$ cat src/rtl/core/fab_pkg.sv
`timescale 1ns / 1ps
// ---------------------------------------------------------------------------
// fab_pkg
// shared types, constants and the divide-by-255 helper of the blend writer
// ---------------------------------------------------------------------------
package fab_pkg;

  localparam int PixW     = 32;
  localparam int ChanW    = 8;
  localparam int CoordW   = 12;
  localparam int DimW     = 13;   // holds a frame dimension up to 4096
  localparam int CfgW     = 9;
  localparam int AlphaLsb = 24;
  localparam int RedLsb   = 16;
  localparam int GreenLsb = 8;
  localparam logic [ChanW-1:0] ChanMax = 8'hFF;

  typedef enum logic {
    OP_BLEND = 1'b0,
    OP_READ  = 1'b1
  } op_e;

  typedef enum logic {
    REG_FRAME_WIDTH  = 1'b0,
    REG_FRAME_HEIGHT = 1'b1
  } reg_idx_e;

  // memory port controls
  typedef struct packed {
    logic wr_en;
    logic rd_en;
  } mem_ctrl_t;

  // floor(n / 255) for n up to 255 * 255
  function automatic logic [ChanW-1:0] div255(input logic [15:0] n);
    logic [15:0] t;
    t = n + {8'd0, n[15:8]} + 16'd1;
    return t[15:8];
  endfunction

endpackage

$ cat src/rtl/core/fab_blend.sv
`timescale 1ns / 1ps
// ---------------------------------------------------------------------------
// fab_blend
// per-channel alpha blend: registered weighted sums, then divide by 255
// ---------------------------------------------------------------------------
module fab_blend (
  input  logic                      clk_i,
  input  logic                      load_i,
  input  logic [fab_pkg::PixW-1:0]  bg_i,
  input  logic [fab_pkg::PixW-1:0]  ov_i,
  output logic [fab_pkg::PixW-1:0]  pix_o
);
  import fab_pkg::*;

  logic [ChanW-1:0] alpha;
  logic [ChanW-1:0] inv_alpha;
  logic [15:0]      sum_d [3];
  logic [15:0]      sum_q [3];

  assign alpha     = ov_i[AlphaLsb +: ChanW];
  assign inv_alpha = ChanMax - alpha;

  // an opaque overlay ignores the stored pixel entirely
  always_comb begin
    for (int c = 0; c < 3; c++) begin
      sum_d[c] = ((alpha == ChanMax) ? 16'd0 : 16'(bg_i[c*ChanW +: ChanW] * inv_alpha))
               + 16'(ov_i[c*ChanW +: ChanW] * alpha);
    end
  end

  always_ff @(posedge clk_i) begin
    if (load_i) begin
      sum_q <= sum_d;
    end
  end

  // alpha forced opaque
  assign pix_o = {ChanMax, div255(sum_q[2]), div255(sum_q[1]), div255(sum_q[0])};

endmodule

$ cat config.mk
export PLATFORM = sky130hd
export DESIGN_NAME = fab_blend
export DESIGN_NICKNAME = d
export VERILOG_FILES = /design/src/rtl/core/fab_pkg.sv /design/src/rtl/core/fab_blend.sv
export SDC_FILE = /design/constraint.sdc
export NUM_CORES = 1
export LEC_CHECK = 0
export BUFFER_PORTS_ARGS = -buffer_cell sky130_fd_sc_hd__buf_2
export CAP_MARGIN = 25
export CORE_MARGIN = 4
export CORE_UTILIZATION = 55
export DETAILED_ROUTE_END_ITERATION = 16
export PLACE_DENSITY_LB_ADDON = 0.25
export SYNTH_ARGS = -nofsm -noshare
export SYNTH_HDL_FRONTEND = slang
export SYNTH_SLANG_ARGS = --single-unit
$ cat constraint.sdc
create_clock -name clk_i -period 11.3 [get_ports clk_i]
set_clock_uncertainty 0.15 [all_clocks]
set_input_delay 2.26 -clock clk_i [delete_from_list [all_inputs] [get_ports clk_i]]
set_output_delay 2.26 -clock clk_i [all_outputs]
set_load 0.02 [all_outputs]
==> flow_summary.toml, run 1 <==
[detailed_routing]
dr_total_vias = 11900
post_drt_wl_per_cell_um = 14.5
routed_via_density = 5.24
drt-total-wl_um = 32800
firstDrtPassIters = 5
drc = 0
drtIter0Drc = 548
antenna_left = 0

[synthesis]
ys_seq_elements = 48
async_flop_share_pct = 0
synthDistinctLibCells = 58
synth_area_um2 = 16300
ys.flop_type = "edfxtp_1"
ys_seq_area_share_pct = 8.86
synth-edff-count = 48
synthCells = 1829
syn_area_per_cell_um2 = 8.89
yosys_warnings = 0

[timing]
setup_viol = 0
rsz0062_at_grt = "no"
tns_ns = 0
hold_violations = 0
max_freq_ghz = 0.0998
period_share_pct = 88.6
period_minus_slack_ns = 10.02
maxSlewHeadroom_pct = 30.1
final_max_slew_viol_count = 0
worst_pin_slew_ns = 1.05

[setup_path]
cp_common_cell = "fa_1"
worst_path_max_delay_cell = "buf_2"
path_max_fanout = 37
critPathBufInv = 6
cp.depth = 26
cp_top_family = "adder cells"
worstSetupEndpointType = "flip-flop"
startpoint_type = "input pin"
critPathRequiredTime_ns = 11.17
cp.arrival_ns = 9.89
slowest_delay_ns = 0.59
critPathKind = "input pin to flip-flop"

[floorplanning]
dieArea_um2 = 32400
initial_core_util_pct = 56.2
pin_count = 98
die_x_um = 180
die_y_um = 180
rows = 62
core_um2 = 28900

[hold_path]
whs_path_depth = 1
hold_class = "input pin to flip-flop"

[final_layout]
fin_area_um2 = 17200
final_layout_size_suffix_gt1_share_pct = 6.00
regArea_um2 = 1440
layout_common_cells = "408 x inv_1, 258 x fa_1, 234 x ha_1"
final_nets = 2440
nFillCells = 2542
regMostFlops = "sum_q"
top_regs = "sum_q x48"
largest_reg_flops = 48
multiInputGateArea_um2 = 13100
area_delta_synth_final_pct = 5.64
layout_commonest_cell = "inv_1"

[clock_tree]
cts_buffers = 5
clockBufferDepth = 2
clkTransAtPathRegs_ns = 0.06
postCtsResizedCells = 0
post_cts_buffers = 0
cts.sinks = 48
cts_tree = "yes"
cts_root_buf = "clkbuf_16"
cts-htree-levels = 2
ctsHoldBuffers = 0

[grt]
grt_pass1_wl_um = 57400
grt_busiest_layer = "met2"
use_met2_pct = 33.9
grt_max_degree = 50
grt_overflow_total = 0
antenna_found_initial = 1
use_met3_pct = 1.56
grt_pass1_vias = 12000
grt_util_met1_pct = 31.0
gr-usage-all-layers_pct = 20.7

[placement]
portBuffers = 81
dpl-instance-area_um2 = 17000
hpwl_um = 27400
gp_congestion = 0.831

[flow_run]
maxCapViolCount = 0

[status]
status = "finished, final reports clean"
## layer usage
layer | routed length, um | part of all wire [%]
met5 | 0 | 0
met4 | 336 | 1.0
met3 | 1170 | 3.6
met2 | 15100 | 46
met1 | 16200 | 49
## synthesized netlist by cell type, types with 8 or more instances
cell      count  share of area [%]
o21a_1       23                1.1
nand2b_1     72                2.8
a21o_1       19               0.88
nand2_1     165                3.8
and2_1       95                3.7
edfxtp_1     48                8.9
ha_1        234                 18
a21oi_1      47                1.4
xnor2_1      43                2.3
xor2_1       32                1.7
o21ai_0      21               0.65
a211o_1      10               0.54
o21ai_1      13               0.40
nor3_1       18               0.55
nor2_1       47                1.1
nor2b_1     139                5.3
nand3_1      11               0.34
inv_1       408                9.4
buf_4         8               0.37
fa_1        258                 32
clkbuf_1     43               0.99
## per-stage QoR
step	hold slack, ns	instances	worst slack (ns)	util (%)
after floorplan	2.22	1836	1.90	-
after global placement	2.66	2258	1.06	58.8
after detailed placement	2.66	2258	0.945	58.8
after CTS	2.37	2265	1.28	59.3
after global routing	2.12	2267	0.871	59.4
final	2.12	2267	1.28	59.4
## path summary, 6_finish.rpt
| check | startpoint | slack, ns | end |
|---|---|---|---|
| worst max-delay path | ov_i[26] | 1.28 | sum_q[31] |
| worst min-delay path | load_i | 2.12 | sum_q[47] |
## final cells by class
cell class	instances	area share (%)
diodes	1	0.0146
clock buffers	5	0.728
clock inverters	2	0.0728
inverters	408	8.91
multi-input cells	1327	76.2
flip-flops and latches	48	8.39
well taps	384	2.80
repair buffers	92	2.91
## cells by family (layout without fill, tap and decap cells)
family	after synthesis	count (layout)	synth area share (%)
XOR/XNOR	77	77	4.31
buffers and inverters	461	507	10.8
adder cells (fa/ha/maj)	492	492	49.7
other	1	9	0.0231
AO/OA/AOI/OAI	176	176	7.48
flip-flops	48	48	8.86
multiplexers	4	4	0.246
AND/OR/NAND/NOR	570	570	18.5
Power of run 1 is not shown: default switching activity piles up to over one toggle a cycle in this logic, so the estimate is an artifact.
==> inputs of run 2 (changes only) <==
Settings changed: RECOVER_POWER from default to 100.
==> run 2 against run 1 <==
  * The flow now finishes with violations (max-capacitance violations, max-slew violations)
  * Sequential share of layout area barely moved
  * Wire length is 0.32% higher
  * Via count rose by 0.16%
  * Non-clock buffer count unchanged
  * Die area unchanged
  * Largest cell class unchanged
==> flow_summary.toml, run 2 (synthesis results as in run 1) <==
[status]
status = "finished, violations left"
violations = "max-capacitance violations, max-slew violations"

[clock_tree]
postCtsResizedCells = 0
cts_root_buf = "clkbuf_16"
cts.sinks = 48
clockBufferDepth = 2
cts-htree-levels = 2
cts_tree = "yes"
cts_buffers = 5
post_cts_buffers = 0
clkTransAtPathRegs_ns = 0.06
ctsHoldBuffers = 0

[setup_path]
critPathKind = "input pin to flip-flop"
critPathRequiredTime_ns = 11.17
startpoint_type = "input pin"
cp.arrival_ns = 10.24
path_max_fanout = 37
worstSetupEndpointType = "flip-flop"

[timing]
setup_viol = 0
layout_setup_ws_ns = 0.933
holdWs_ns = 2.15
final_max_slew_viol_count = 46
tns_ns = 0
period_share_pct = 91.7
max_freq_ghz = 0.0965
worst_pin_slew_ns = 2.27
period_minus_slack_ns = 10.37
rsz0062_at_grt = "no"
hold_violations = 0
maxSlewHeadroom_pct = -51.3

[detailed_routing]
drt-total-wl_um = 32900
antenna_left = 0
routed_via_density = 5.25
dr_total_vias = 11900
met3WireLength_um = 1170
firstDrtPassIters = 5
drtIter0Drc = 539
dr_wl_met2_um = 15100
drc = 0
top_layer = "met4"
drt-met1-wl_um = 16300
post_drt_wl_per_cell_um = 14.5

[floorplanning]
pin_count = 98
rows = 62
die_x_um = 180
dieArea_um2 = 32400
initial_core_util_pct = 56.2
die_y_um = 180
core_um2 = 28900

[grt]
grt_max_degree = 50
gr-usage-all-layers_pct = 20.7
grt_pass1_wl_um = 57400
grt_pass1_vias = 12000
grt_overflow_total = 0
antenna_found_initial = 1

[final_layout]
largest_reg_flops = 48
final_nets = 2440
top_regs = "sum_q x48"
regMostFlops = "sum_q"
area_delta_synth_final_pct = 5.19
final_layout_size_suffix_gt1_share_pct = 4.36
layout_common_cells = "408 x inv_1, 258 x fa_1, 234 x ha_1"
layout_commonest_cell = "inv_1"
nFillCells = 2558

[placement]
hpwl_um = 27400
gp_congestion = 0.831
portBuffers = 81
pre_cts_ws_ns = 0.945

[flow_run]
maxCapViolCount = 1

[hold_path]
worstHoldStart = "load_i"
hold_end = "sum_q[47]"
hold_class = "input pin to flip-flop"
whs_path_depth = 1
-- run 2: worst max path at each step --
stage	cells past startpoint	start	to	slack, ns
2_1_floorplan	26	ov_i[26]	sum_q[31]	1.90
3_3_place_gp	26	ov_i[26]	sum_q[47]	1.06
3_5_place_dp	26	ov_i[26]	sum_q[31]	0.95
4_1_cts	26	ov_i[26]	sum_q[31]	1.28
5_1_grt	28	ov_i[26]	sum_q[31]	0.55
6_report	28	ov_i[26]	sum_q[31]	0.93
-- run 2: worst max-delay path, cell delays in order --
cell	delay (ns)
buf_2	0.62
clkbuf_1	0.55
nor2b_1	0.11
ha_1	0.22
fa_1	0.43
ha_1	0.28
inv_1	0.04
fa_1	0.47
inv_1	0.06
fa_1	0.42
a211o_1	0.31
o211ai_1	0.19
nand3_1	0.19
fa_1	0.58
fa_1	0.54
inv_1	0.06
fa_1	0.53
inv_1	0.05
fa_1	0.47
inv_1	0.04
ha_1	0.32
o21a_1	0.13
o31a_1	0.13
o211ai_1	0.21
nand2_1	0.13
a211o_1	0.28
a21oi_1	0.15
xnor3_1	0.44
-- run 2: cell type report --
type / count / area (um2) / share of cell area, %
Tap cell: 384 / 480 / 2.81
Clock buffer: 5 / 125 / 0.731
Antenna cell: 1 / 2.50 / 0.0146
Multi-Input combinational cell: 1327 / 13100 / 76.4
Clock inverter: 2 / 12.5 / 0.0731
Sequential cell: 48 / 1440 / 8.42
Inverter: 408 / 1530 / 8.95
Timing Repair Buffer: 92 / 443 / 2.59
-- run 2: stage by stage --
| step | area, um2 | std cells | util [%] |
|---|---|---|---|
| 5_1_grt | 17100 | 2267 | 59.1 |
| 2_1_floorplan | 16300 | 1836 | - |
| 6_report | 17100 | 2267 | 59.1 |
| 3_5_place_dp | 17000 | 2258 | 58.8 |
| 3_3_place_gp | 17000 | 2258 | 58.8 |
| 4_1_cts | 17200 | 2265 | 59.3 |
-- run 2: routing by layer --
layer  vias to the layer above  global-route usage (%)
li1                       5717                       -
met1                      5940                    31.0
met2                       212                    33.9
met3                        22                    1.56
met4                         0                    3.14
met5                         -                       0
Power of run 2 is left out for the same reason.
